--- src/hw/rtl/ue2u_pkg.sv ---
// ----------------------------------------------------------------------------
// ue2u_pkg
// Item types, byte codes and the UTF-8 encoder shared by the escape decoder.
// ----------------------------------------------------------------------------
package ue2u_pkg;

   localparam int RUN_SLOTS = 6;

   typedef struct packed {
      logic [7:0] in_byte;
      logic       end_of_text;
   } req_item_type;

   typedef struct packed {
      logic [7:0] out_byte;
      logic       last_of_run;
   } rsp_item_type;

   // bytes caused by one input item, slot 0 goes out first
   typedef struct packed {
      logic [RUN_SLOTS-1:0][7:0] data;
      logic [2:0]                count;
   } run_type;

   localparam logic [1:0] MODE_NORMAL = 2'd0;
   localparam logic [1:0] MODE_HELD   = 2'd1;
   localparam logic [1:0] MODE_ESCAPE = 2'd2;

   localparam logic [1:0] PHASE_LEAD   = 2'd0;
   localparam logic [1:0] PHASE_SIGN   = 2'd1;
   localparam logic [1:0] PHASE_DIGITS = 2'd2;
   localparam logic [1:0] PHASE_DONE   = 2'd3;

   localparam logic [7:0] BYTE_BACKSLASH = 8'h5C;
   localparam logic [7:0] BYTE_U         = 8'h75;
   localparam logic [7:0] BYTE_SPACE     = 8'h20;
   localparam logic [7:0] BYTE_TAB       = 8'h09;
   localparam logic [7:0] BYTE_CR        = 8'h0D;
   localparam logic [7:0] BYTE_PLUS      = 8'h2B;
   localparam logic [7:0] BYTE_MINUS     = 8'h2D;
   localparam logic [7:0] BYTE_ZERO      = 8'h30;
   localparam logic [7:0] BYTE_NINE      = 8'h39;

   localparam logic [30:0] VALUE_MAX    = 31'h7FFF_FFFF;
   localparam logic [30:0] LIMIT_1BYTE  = 31'h0000_007F;
   localparam logic [30:0] LIMIT_2BYTE  = 31'h0000_07FF;
   localparam logic [30:0] LIMIT_3BYTE  = 31'h0000_FFFF;
   localparam logic [30:0] LIMIT_4BYTE  = 31'h001F_FFFF;
   localparam logic [30:0] LIMIT_5BYTE  = 31'h03FF_FFFF;
   localparam logic [16:0] NEG_BIAS     = 17'h1_0000;

   localparam logic [7:0] LEAD_2BYTE = 8'hC0;
   localparam logic [7:0] LEAD_3BYTE = 8'hE0;
   localparam logic [7:0] LEAD_4BYTE = 8'hF0;
   localparam logic [7:0] LEAD_5BYTE = 8'hF8;
   localparam logic [7:0] LEAD_6BYTE = 8'hFC;
   localparam logic [7:0] CONT_MARK  = 8'h80;

   // legacy utf-8 up to 31 bits, zero gives an empty run
   function automatic run_type encode_utf8(input logic [30:0] v);
      run_type              r;
      logic [2:0]           len;
      logic [7:0]           lead;
      logic [35:0]          vx;
      logic [5:0][5:0]      chunk;
      vx = {5'b0, v};
      for (int j = 0; j < RUN_SLOTS; j++) begin
         chunk[j] = vx[6*j +: 6];
      end
      if (v <= LIMIT_1BYTE) begin
         len  = 3'd1;
         lead = {1'b0, v[6:0]};
      end else if (v <= LIMIT_2BYTE) begin
         len  = 3'd2;
         lead = LEAD_2BYTE | {3'b0, v[10:6]};
      end else if (v <= LIMIT_3BYTE) begin
         len  = 3'd3;
         lead = LEAD_3BYTE | {4'b0, v[15:12]};
      end else if (v <= LIMIT_4BYTE) begin
         len  = 3'd4;
         lead = LEAD_4BYTE | {5'b0, v[20:18]};
      end else if (v <= LIMIT_5BYTE) begin
         len  = 3'd5;
         lead = LEAD_5BYTE | {6'b0, v[25:24]};
      end else begin
         len  = 3'd6;
         lead = LEAD_6BYTE | {7'b0, v[30]};
      end
      r.data    = {RUN_SLOTS{BYTE_BACKSLASH}};
      r.data[0] = lead;
      for (int k = 1; k < RUN_SLOTS; k++) begin
         if (k < int'(len)) begin
            r.data[k] = CONT_MARK | {2'b0, chunk[3'(int'(len) - 1 - k)]};
         end
      end
      r.count = (v == '0) ? 3'd0 : len;
      return r;
   endfunction

endpackage

--- src/hw/rtl/unicode_escape_to_utf8.sv ---
// ----------------------------------------------------------------------------
// unicode_escape_to_utf8
// Copies text bytes through and turns backslash-u decimal escapes into UTF-8.
// ----------------------------------------------------------------------------
//   channel   direction   item                          handshake
//   req_      in          in_byte, end_of_text          req_valid / req_stall
//   rsp_      out         out_byte, last_of_run         rsp_valid / rsp_stall
//
// each input item is parsed into a run of 0 to 6 bytes, which is registered in
// the run register; one byte leaves per cycle while rsp_stall is low, and an
// item that makes no bytes leaves the run register empty.
// a new item is taken while the last byte of the current run is delivered.
// synchronous reset clears the parse state and empties the run register.
// ----------------------------------------------------------------------------
module unicode_escape_to_utf8 (
   input  logic                   clock,
   input  logic                   reset,
   input  logic                   req_valid,
   output logic                   req_stall,
   input  ue2u_pkg::req_item_type req_item,
   output logic                   rsp_valid,
   input  logic                   rsp_stall,
   output ue2u_pkg::rsp_item_type rsp_item
);
   import ue2u_pkg::*;

   run_type run;
   logic    can_load;
   logic    take;

   assign req_stall = !can_load;
   assign take      = req_valid && can_load;

   ue2u_parse u_parse (
      .clock (clock),
      .reset (reset),
      .take  (take),
      .item  (req_item),
      .run   (run)
   );

   ue2u_emit u_emit (
      .clock     (clock),
      .reset     (reset),
      .take      (take),
      .run       (run),
      .can_load  (can_load),
      .rsp_valid (rsp_valid),
      .rsp_stall (rsp_stall),
      .rsp_item  (rsp_item)
   );

endmodule

--- src/hw/rtl/ue2u_parse.sv ---
// ----------------------------------------------------------------------------
// ue2u_parse
// Escape parser: holds the parse state and turns one input item into a run.
// ----------------------------------------------------------------------------
module ue2u_parse (
   input  logic                   clock,
   input  logic                   reset,
   input  logic                   take,
   input  ue2u_pkg::req_item_type item,
   output ue2u_pkg::run_type      run
);
   import ue2u_pkg::*;

   logic [1:0]  mode_ff, mode_in;
   logic        started_ff, started_in;
   logic        neg_ff, neg_in;
   logic [1:0]  phase_ff, phase_in;
   logic [30:0] value_ff, value_in;

   logic [7:0]  b;
   logic        is_digit;
   logic        is_ws;
   logic [34:0] prod;
   logic [30:0] acc_value;
   logic        feed_neg;
   logic [1:0]  feed_phase;
   logic [30:0] feed_value;
   logic [30:0] final_value;

   assign b        = item.in_byte;
   assign is_digit = (b >= BYTE_ZERO) && (b <= BYTE_NINE);
   assign is_ws    = (b == BYTE_SPACE) || ((b >= BYTE_TAB) && (b <= BYTE_CR));

   // value*10 + digit, saturating
   assign prod      = 35'({value_ff, 3'b000}) + 35'({value_ff, 1'b0}) + 35'(b - BYTE_ZERO);
   assign acc_value = (prod[34:31] != '0) ? VALUE_MAX : prod[30:0];

   always_comb begin
      feed_neg   = neg_ff;
      feed_phase = phase_ff;
      feed_value = value_ff;
      if (phase_ff != PHASE_DONE) begin
         if (is_digit) begin
            feed_value = acc_value;
            feed_phase = PHASE_DIGITS;
         end else if (phase_ff == PHASE_LEAD && (b == BYTE_PLUS || b == BYTE_MINUS)) begin
            feed_neg   = neg_ff | (b == BYTE_MINUS);
            feed_phase = PHASE_SIGN;
         end else if (!(phase_ff == PHASE_LEAD && is_ws)) begin
            feed_phase = PHASE_DONE;
         end
      end
   end

   // negative values fold to 65536 - magnitude, out of range gives nothing
   always_comb begin
      final_value = value_ff;
      if (neg_ff) begin
         if (value_ff == '0 || value_ff[30:16] != '0) begin
            final_value = '0;
         end else begin
            final_value = 31'(NEG_BIAS - {1'b0, value_ff[15:0]});
         end
      end
   end

   always_comb begin
      mode_in    = mode_ff;
      started_in = started_ff;
      neg_in     = neg_ff;
      phase_in   = phase_ff;
      value_in   = value_ff;
      run.data   = {RUN_SLOTS{BYTE_BACKSLASH}};
      run.count  = 3'd0;
      unique case (mode_ff)
         MODE_HELD: begin
            if (b == BYTE_U) begin
               mode_in    = MODE_ESCAPE;
               started_in = 1'b0;
               neg_in     = 1'b0;
               phase_in   = PHASE_LEAD;
               value_in   = '0;
            end else begin
               run.count = 3'd1;
               if (b != BYTE_BACKSLASH) begin
                  run.data[1] = b;
                  run.count   = 3'd2;
                  mode_in     = MODE_NORMAL;
               end
            end
         end
         MODE_ESCAPE: begin
            if (started_ff && b == BYTE_SPACE) begin
               run        = encode_utf8(final_value);
               mode_in    = MODE_NORMAL;
               started_in = 1'b0;
               neg_in     = 1'b0;
               phase_in   = PHASE_LEAD;
               value_in   = '0;
            end else begin
               started_in = 1'b1;
               neg_in     = feed_neg;
               phase_in   = feed_phase;
               value_in   = feed_value;
            end
         end
         default: begin
            if (b == BYTE_BACKSLASH) begin
               mode_in = MODE_HELD;
            end else begin
               run.data[0] = b;
               run.count   = 3'd1;
               mode_in     = MODE_NORMAL;
            end
         end
      endcase
      // end of text flushes a held backslash, slots past the run already hold one
      if (item.end_of_text) begin
         if (mode_in == MODE_HELD) begin
            run.count = run.count + 3'd1;
         end
         mode_in    = MODE_NORMAL;
         started_in = 1'b0;
         neg_in     = 1'b0;
         phase_in   = PHASE_LEAD;
         value_in   = '0;
      end
   end

   always_ff @(posedge clock) begin
      if (reset) begin
         mode_ff    <= MODE_NORMAL;
         started_ff <= 1'b0;
         neg_ff     <= 1'b0;
         phase_ff   <= PHASE_LEAD;
         value_ff   <= '0;
      end else if (take) begin
         mode_ff    <= mode_in;
         started_ff <= started_in;
         neg_ff     <= neg_in;
         phase_ff   <= phase_in;
         value_ff   <= value_in;
      end
   end

endmodule

--- src/hw/rtl/ue2u_emit.sv ---
// ----------------------------------------------------------------------------
// ue2u_emit
// Run register: holds up to six bytes and hands them out one per cycle unless stalled.
// ----------------------------------------------------------------------------
module ue2u_emit (
   input  logic                   clock,
   input  logic                   reset,
   input  logic                   take,
   input  ue2u_pkg::run_type      run,
   output logic                   can_load,
   output logic                   rsp_valid,
   input  logic                   rsp_stall,
   output ue2u_pkg::rsp_item_type rsp_item
);
   import ue2u_pkg::*;

   logic [RUN_SLOTS-1:0][7:0] data_ff;
   logic [2:0]                count_ff;
   logic [2:0]                idx_ff;
   logic                      is_last;
   logic                      fire;

   assign rsp_valid            = (count_ff != 3'd0);
   assign is_last              = (idx_ff == count_ff - 3'd1);
   assign fire                 = rsp_valid && !rsp_stall;
   assign can_load             = !rsp_valid || (fire && is_last);
   assign rsp_item.out_byte    = data_ff[idx_ff];
   assign rsp_item.last_of_run = is_last;

   always_ff @(posedge clock) begin
      if (reset) begin
         count_ff <= 3'd0;
         idx_ff   <= 3'd0;
      end else if (take) begin
         count_ff <= run.count;
         idx_ff   <= 3'd0;
      end else if (fire) begin
         if (is_last) begin
            count_ff <= 3'd0;
            idx_ff   <= 3'd0;
         end else begin
            idx_ff <= idx_ff + 3'd1;
         end
      end
   end

   always_ff @(posedge clock) begin
      if (take) begin
         data_ff <= run.data;
      end
   end

endmodule

--- config.mk ---
export PLATFORM = sky130hd
export DESIGN_NAME = unicode_escape_to_utf8
export DESIGN_NICKNAME = d
export VERILOG_FILES = /design/src/hw/rtl/ue2u_pkg.sv /design/src/hw/rtl/unicode_escape_to_utf8.sv /design/src/hw/rtl/ue2u_parse.sv /design/src/hw/rtl/ue2u_emit.sv
export SDC_FILE = /design/constraint.sdc
export NUM_CORES = 1
export LEC_CHECK = 0
export ABC_CLOCK_PERIOD_IN_PS = 12100
export BUFFER_PORTS_ARGS = -buffer_cell sky130_fd_sc_hd__buf_4
export CORE_ASPECT_RATIO = 0.75
export CORE_MARGIN = 2
export CORE_UTILIZATION = 55
export CTS_CLUSTER_DIAMETER = 120
export DETAILED_ROUTE_END_ITERATION = 10
export GPL_ROUTABILITY_DRIVEN = 0
export PLACE_DENSITY = 0.72
export SYNTH_ARGS = -nofsm -noshare
export SYNTH_HDL_FRONTEND = slang
export SYNTH_SLANG_ARGS = --single-unit
--- constraint.sdc ---
create_clock -name clock -period 12.1 [get_ports clock]
set_clock_uncertainty 0.15 [all_clocks]
set_input_delay 2.42 -clock clock [delete_from_list [all_inputs] [get_ports clock]]
set_output_delay 2.42 -clock clock [all_outputs]
set_load 0.005 [all_outputs]
== Word level (Yosys, flattened, before mapping) ==
Cells that the tools add are included.

* $add $sub $neg: 13
* $lt $le $gt $ge: 20
* Equality and inequality tests: 17
* Mux-type cells: 83
* Bitwise operators: 1
* Reductions and logical operators: 35

{| class="wikitable"
|+ Operators with widths
! operator !! count
|-
| $mux 31 || 8
|-
| $mux 8 || 12
|-
| $bmux 6 s3 || 5
|-
| $logic_not 31->1 || 2
|-
| $pmux 31 s2 || 1
|-
| $mux 6 || 10
|-
| $mux 3 || 15
|-
| $add 34x32->35 || 1
|-
| $add 35x35->35 || 1
|-
| $pmux 8 s2 || 2
|-
| $le 31x11->1 const B || 1
|-
| $le 31x16->1 const B || 1
|-
| $le 31x21->1 const B || 1
|-
| $le 31x26->1 const B || 1
|-
| $le 31x7->1 const B || 1
|-
| $mux 2 || 13
|-
| $lt 3x5->1 const B || 5
|-
| $bmux 8 s3 || 1
|-
| $eq 8x6->1 const B || 3
|-
| $mux 19 || 1
|-
| $sub 17x16->18 const A || 1
|-
| $eq 8x7->1 const B || 2
|-
| $reduce_and 3->1 || 5
|-
| $reduce_bool 15->1 || 1
|-
| 39 further kinds || 75
|}

* Bits in registers: 91
* Input port bits: 13
* Output and inout bits: 11
* Word-level logic and storage cells: 186

== Longest topological paths before layout ==
* Word-level depth: 24
* Gate-level depth with buffers: 16
* Mapped depth without buffers: 15

== By module ==
From an unflattened synthesis, not the netlist that was laid out.

* Cell total of the unflattened synthesis: 1016
* Area total of the unflattened synthesis: 8844.7 µm²

{| class="wikitable"
|+ Modules (own cells, without submodules)
! module !! instances !! cells each !! area each (µm²) !! seq. area each (µm²)
|-
| ue2u_parse || 1 || 885 || 6597.6 || 740.7
|-
| ue2u_emit || 1 || 129 || 2237.1 || 1561.5
|-
| unicode_escape_to_utf8 || 1 || 2 || 10.0 || 0.0
|}

== Least setup slack after synthesis ==
OpenSTA, ideal clock, no wires.

* Path type: in2reg
* Start: input req_item[7] (netlist name)
* End: register u_parse.value_ff[24]
* Library setup time: 0.143 ns
* Arrival: 9.596 ns
* Required time: 11.807 ns
* Path slack: 2.211 ns
* Cell stages on the path: 14
* Path buffers: 3
* Cell sequence: clkbuf_1 nor3_1 fa_1 ha_1 clkbuf_1 and3_1 nand2_1 a211o_1 o21ai_0 nand4_1 a211oi_1 mux2i_1 clkbuf_1 a41oi_1

* Longest elaborated chain between the ends: 9
* Elaborated cells between the ends (all ways): 19
* Those cells by class: 2 x add/sub; 2 x order compare; 5 x eq/ne; 6 x mux; 4 x reduce/logical

{| class="wikitable"
|+ RTL lines
! item !! RTL line !! text
|-
| from (decl) || unicode_escape_to_utf8.sv:20 || <nowiki>input ue2u_pkg::req_item_type req_item,</nowiki>
|-
| $sub 8x6->9 || ue2u_parse.sv:35 || <nowiki>assign prod = 35'({value_ff, 3'b000}) + 35'({value_ff, 1'b0}) + 35'(b - BYTE_ZERO);</nowiki>
|-
| $add 35x35->35 || ue2u_parse.sv:35 ||
|-
| $reduce_bool 4->1 || ue2u_parse.sv:36 || <nowiki>assign acc_value = (prod[34:31] != '0) ? VALUE_MAX : prod[30:0];</nowiki>
|-
| $mux 31 || ue2u_parse.sv:36 ||
|-
| $mux 31 || ue2u_parse.sv:43 || <nowiki>if (is_digit) begin</nowiki>
|-
| $mux 31 || ue2u_parse.sv:42 || <nowiki>if (phase_ff != PHASE_DONE) begin</nowiki>
|-
| $mux 31 || ue2u_parse.sv:93 || <nowiki>if (started_ff && b == BYTE_SPACE) begin</nowiki>
|-
| $pmux 31 s2 || ue2u_parse.sv:75 || <nowiki>unique case (mode_ff)</nowiki>
|-
| $mux 31 || ue2u_parse.sv:118 || <nowiki>if (item.end_of_text) begin</nowiki>
|-
| to (signal assigned) || ue2u_parse.sv:142 || <nowiki>value_ff <= value_in;</nowiki>
|-
| to (decl) || ue2u_parse.sv:18 || <nowiki>logic [30:0] value_ff, value_in;</nowiki>
|}

Several ways; a longest one is shown, not always the timed one. The select of a mux whose other input is x is not followed.
A chain may end at the register's enable or synchronous reset.

== Worst setup path in the final report ==
* Start: input req_item[5] (netlist name)
* End: register u_parse.value_ff[6]

Same word-level chain as after synthesis.

==> impl_table.tex <==
\begin{tabular}{lr}
\hline
Metric & Value \\
\hline
\multicolumn{2}{l}{\textbf{Global routing}} \\
\quad First-pass GRT wire length & 39,600 µm \\
\quad Maximum number of pins on one net before global-route repair & 63 \\
\quad Number of global-route vias before repair & 7,448 \\
\quad Total GRT Usage & 29.1\% \\
\quad Grt ovf & 0 \\
\quad Number of antenna violations at the first check in global routing & 0 \\
\multicolumn{2}{l}{\textbf{STA}} \\
\quad Tightest hold margin & 0.322 ns \\
\quad Max-slew violation total from the final report & 0 \\
\quad \# setup viols final & 0 \\
\quad Number of failing hold endpoints at the final stage & 0 \\
\quad Worst-margin pin slew & 1.06 ns \\
\quad Final worst-path cycle share & 57.5\% \\
\quad Slew margin rel. & 29.6\% \\
\quad Post-layout minimum cycle time & 6.95 ns \\
\quad Fin Setup TNS & 0 ns \\
\quad Unrepaired setup endpoints after global routing & no \\
\quad Fmax & 144 MHz \\
\multicolumn{2}{l}{\textbf{Outcome}} \\
\quad Status & completed \\
\multicolumn{2}{l}{\textbf{Synth}} \\
\quad Commonest cells post-synth & sky130\_fd\_sc\_hd\_\_nand2\_1, sky130\_fd\_sc\_hd\_\_a21oi\_1, sky130\_fd\_sc\_hd\_\_nor2\_1 \\
\quad Post-synthesis adder-cell area fraction & 14.1\% \\
\quad Post-synthesis sequential element count & 91 \\
\quad Cell count after synthesis & 1,041 \\
\quad Fraction of synthesized cell area taken by the top area cell type & 16.2\% \\
\quad Library cell occupying the most area in the post-synthesis netlist & sky130\_fd\_sc\_hd\_\_edfxtp\_1 \\
\quad Top-count cell post-synth & sky130\_fd\_sc\_hd\_\_nand2\_1 \\
\quad Distinct cells, synth & 96 \\
\quad Xor and xnor area share after synthesis & 4.32\% \\
\quad Main area contributors after synthesis & sky130\_fd\_sc\_hd\_\_edfxtp\_1, sky130\_fd\_sc\_hd\_\_dfxtp\_1, sky130\_fd\_sc\_hd\_\_ha\_1, sky130\_fd\_sc\_hd\_\_fa\_1, sky130\_fd\_sc\_hd\_\_a21oi\_1 \\
\quad Cell area after synthesis & 8890 µm² \\
\quad Number of synthesized flops with an enable pin & 48 \\
\quad Share of flip-flops with an asynchronous set or reset after synthesis & 0\% \\
\quad Most frequently used flop master after synthesis & sky130\_fd\_sc\_hd\_\_edfxtp\_1 \\
\quad Combinational family with the most area after synthesis & compound AO/OA/AOI/OAI gates \\
\quad Post-synthesis net count & 1,136 \\
\quad Fraction of the mapped netlist area in simple logic gates & 18.2\% \\
\quad Fraction of synthesized area in multiplexers & 5.11\% \\
\quad Warnings, synthesis & 0 \\
\quad Avg Inst Size Synth & 8.54 µm² \\
\quad Compound-gate portion of the synthesized area & 26.3\% \\
\quad Sequential cell area fraction in the yosys report & 25.9\% \\
\multicolumn{2}{l}{\textbf{Placement}} \\
\quad HPWL after DPL & 18,400 µm \\
\quad Placed Instances & 1,213 \\
\quad Instance area after placement & 9090 µm² \\
\quad I/O Buffers & 23 \\
\multicolumn{2}{l}{\textbf{Drt}} \\
\quad Average wire per standard cell & 19.8 µm \\
\quad Routed Antenna Nets & 0 \\
\quad Length of the first detailed-routing pass in iterations & 6 \\
\quad DRC marker count from the first detailed-route iteration & 1,122 \\
\quad DRC violations left & 0 \\
\quad DRT Wirelength & 24,400 µm \\
\quad Via count & 8,062 \\
\quad Post-detailed-route via-to-cell ratio & 6.56 \\
\multicolumn{2}{l}{\textbf{Cells and area}} \\
\quad Count of antenna diodes in the layout & 0 \\
\quad Number of nets in the final layout & 1,109 \\
\quad Non-Filler Instances & 1,229 \\
\quad Post-route cell area & 9400 µm² \\
\quad Number of fill cells & 1,486 \\
\quad Fraction of layout cells with a size suffix above 1 & 9.13\% \\
\quad Layout-stage area growth over the synthesis result & 5.76\% \\
\multicolumn{2}{l}{\textbf{Floorplanning}} \\
\quad Starting utilization of the core area & 55.8\% \\
\quad Floorplan row count & 40 \\
\quad X dimension of the die & 151 µm \\
\quad Number of I/O pins & 24 \\
\quad Area of the core & 15,900 µm² \\
\quad Die area & 17,200 µm² \\
\quad Die Ht & 114 µm \\
\multicolumn{2}{l}{\textbf{Clocking}} \\
\quad Number of buffers inserted to repair setup after CTS & 0 \\
\quad Total CTS buffers & 9 \\
\quad Resize count post-CTS & 0 \\
\quad Later-pin clock latency in the skew report & 0.35 ns \\
\quad Buffer type at the clock tree root & sky130\_fd\_sc\_hd\_\_clkbuf\_16 \\
\quad Number of hold buffers added after CTS & 0 \\
\quad CTS tree & built \\
\quad Number of clock sinks seen by CTS & 91 \\
\quad H-tree lvl count & 3 \\
\quad CTS clock-pin slew for the worst setup and hold paths & 0.07 ns \\
\quad Max Root-Sink Buffers & 2 \\
\multicolumn{2}{l}{\textbf{Critical path}} \\
\quad Crit-path slowest cell & sky130\_fd\_sc\_hd\_\_fa\_1 \\
\quad Type of the setup path with the least slack & in2reg \\
\quad Arrival time reported for the critical path endpoint & 6.99 ns \\
\quad Type of element launching the critical path & input port \\
\quad Stage delay of the slowest cell on the critical path & 0.49 ns \\
\quad Max FO, Critical Path & 31 \\
\quad Critical Path Most Common Cell & sky130\_fd\_sc\_hd\_\_buf\_4 \\
\quad Critical path cell sequence & buf\_4 > ha\_1 > nor3\_2 > buf\_4 > fa\_1 > ha\_1 > a21oi\_1 > o221ai\_1 > a21oi\_1 > o21ai\_1 > a311o\_1 > a211oi\_1 > xnor2\_1 > a2111oi\_4 > buf\_4 > a32oi\_1 \\
\quad Endpoint kind of the worst setup timing path & register \\
\quad Worst Reg2Reg Path Length in Cells & 13 \\
\quad WP data required & 12.14 ns \\
\multicolumn{2}{l}{\textbf{Flow run}} \\
\quad Maxcap violations & 0 \\
\multicolumn{2}{l}{\textbf{Power}} \\
\quad Peak supply drop & 74.2 µV \\
\quad Standby leakage power & 3.58 nW \\
\quad PD cells & 76.0 nW/µm² \\
\multicolumn{2}{l}{\textbf{Hold path}} \\
\quad Cell depth of the worst hold path & 2 \\
\quad Tightest Hold Check Type & reg2reg \\
\hline
\end{tabular}
-- path summary, 6_finish.rpt --
kind                               startpoint                          endpoint  slack (ns)
min           u_emit.count_ff[1]$_SDFFE_PP0P_   u_emit.count_ff[1]$_SDFFE_PP0P_        0.32
min reg2reg   u_emit.count_ff[1]$_SDFFE_PP0P_   u_emit.count_ff[1]$_SDFFE_PP0P_        0.32
max                               req_item[5]  u_parse.value_ff[6]$_SDFFE_PP0P_        5.15
max reg2reg  u_parse.value_ff[0]$_SDFFE_PP0P_  u_emit.data_ff[21]$_SDFFCE_PN0P_        6.75
-- area by class of cell --
type	count	area [µm²]	share of cell area, %
repair buffers	31	233	2.48
multi-input cells	818	6050	64.4
flip-flops and latches	91	2300	24.5
inverters	63	236	2.52
well taps	210	263	2.80
clock inverters	4	30.0	0.320
clock buffers	12	279	2.97
-- power breakdown --
| part | switching, W | internal, W | leakage [nW] |
|---|---|---|---|
| registers | 0.00000215 | 0.000332 | 0.758 |
| clock network | 0.000123 | 0.000165 | 0.149 |
| logic | 0.0000578 | 0.0000336 | 2.67 |
| total | 0.000183 | 0.000531 | 3.58 |
-- worst max-delay path, delay by kind of cell --
family                   cells  cell delay (ns)
AO/OA/AOI/OAI                8             2.14
adder cells (fa/ha/maj)      3             1.13
buffers and inverters        3             1.01
XOR/XNOR                     1             0.15
AND/OR/NAND/NOR              1             0.11
-- layer usage --
| layer | part of all wire, % | routed length [µm] | global-route usage [%] |
|---|---|---|---|
| met3 | 11 | 2560 | 7.13 |
| met1 | 47 | 11400 | 45.0 |
| met2 | 41 | 10100 | 41.8 |
| met4 | 1.4 | 342 | 4.61 |
| met5 | 0 | 0 | 0 |
-- cells in the final DEF (no fill, tap or decap), types with 30 or more instances in the layout --
master | netlist | routed
sky130_fd_sc_hd__fa_1 | 30 | 30
sky130_fd_sc_hd__nand2_1 | 114 | 114
sky130_fd_sc_hd__buf_4 | 3 | 31
sky130_fd_sc_hd__edfxtp_1 | 48 | 48
sky130_fd_sc_hd__o21ai_0 | 40 | 40
sky130_fd_sc_hd__ha_1 | 52 | 52
sky130_fd_sc_hd__nor2_1 | 73 | 72
sky130_fd_sc_hd__a21oi_1 | 98 | 98
sky130_fd_sc_hd__a32oi_1 | 33 | 33
sky130_fd_sc_hd__nand3_1 | 30 | 30
sky130_fd_sc_hd__dfxtp_1 | 43 | 43
sky130_fd_sc_hd__inv_1 | 58 | 57
-- registers in the layout (all words and copies together), names as in the netlist --
register and flops:
u_emit.data_ff 48, u_parse.neg_ff 1, u_emit.count_ff 3, u_parse.phase_ff 2, u_parse.started_ff 1, u_parse.mode_ff 2
u_emit.idx_ff 3, u_parse.value_ff 31
-- through the flow --
step	utilization, %	setup slack [ns]	power (W)
after floorplan	-	2.21	0.000404
after global placement	57.1	4.93	0.000430
final	59.0	5.15	0.000714
after CTS	59.0	5.17	0.000714
after global routing	59.0	4.70	0.000737
after detailed placement	57.1	4.83	0.000431
-- cell families (layout without fill, tap and decap cells) --
group / after synthesis / count (layout)
flip-flops: 91 / 91
AND/OR/NAND/NOR: 326 / 326
adder cells (fa/ha/maj): 82 / 82
multiplexers: 35 / 35
AO/OA/AOI/OAI: 332 / 332
XOR/XNOR: 43 / 43
buffers and inverters: 132 / 110
Power figures use the tool's default switching activity.
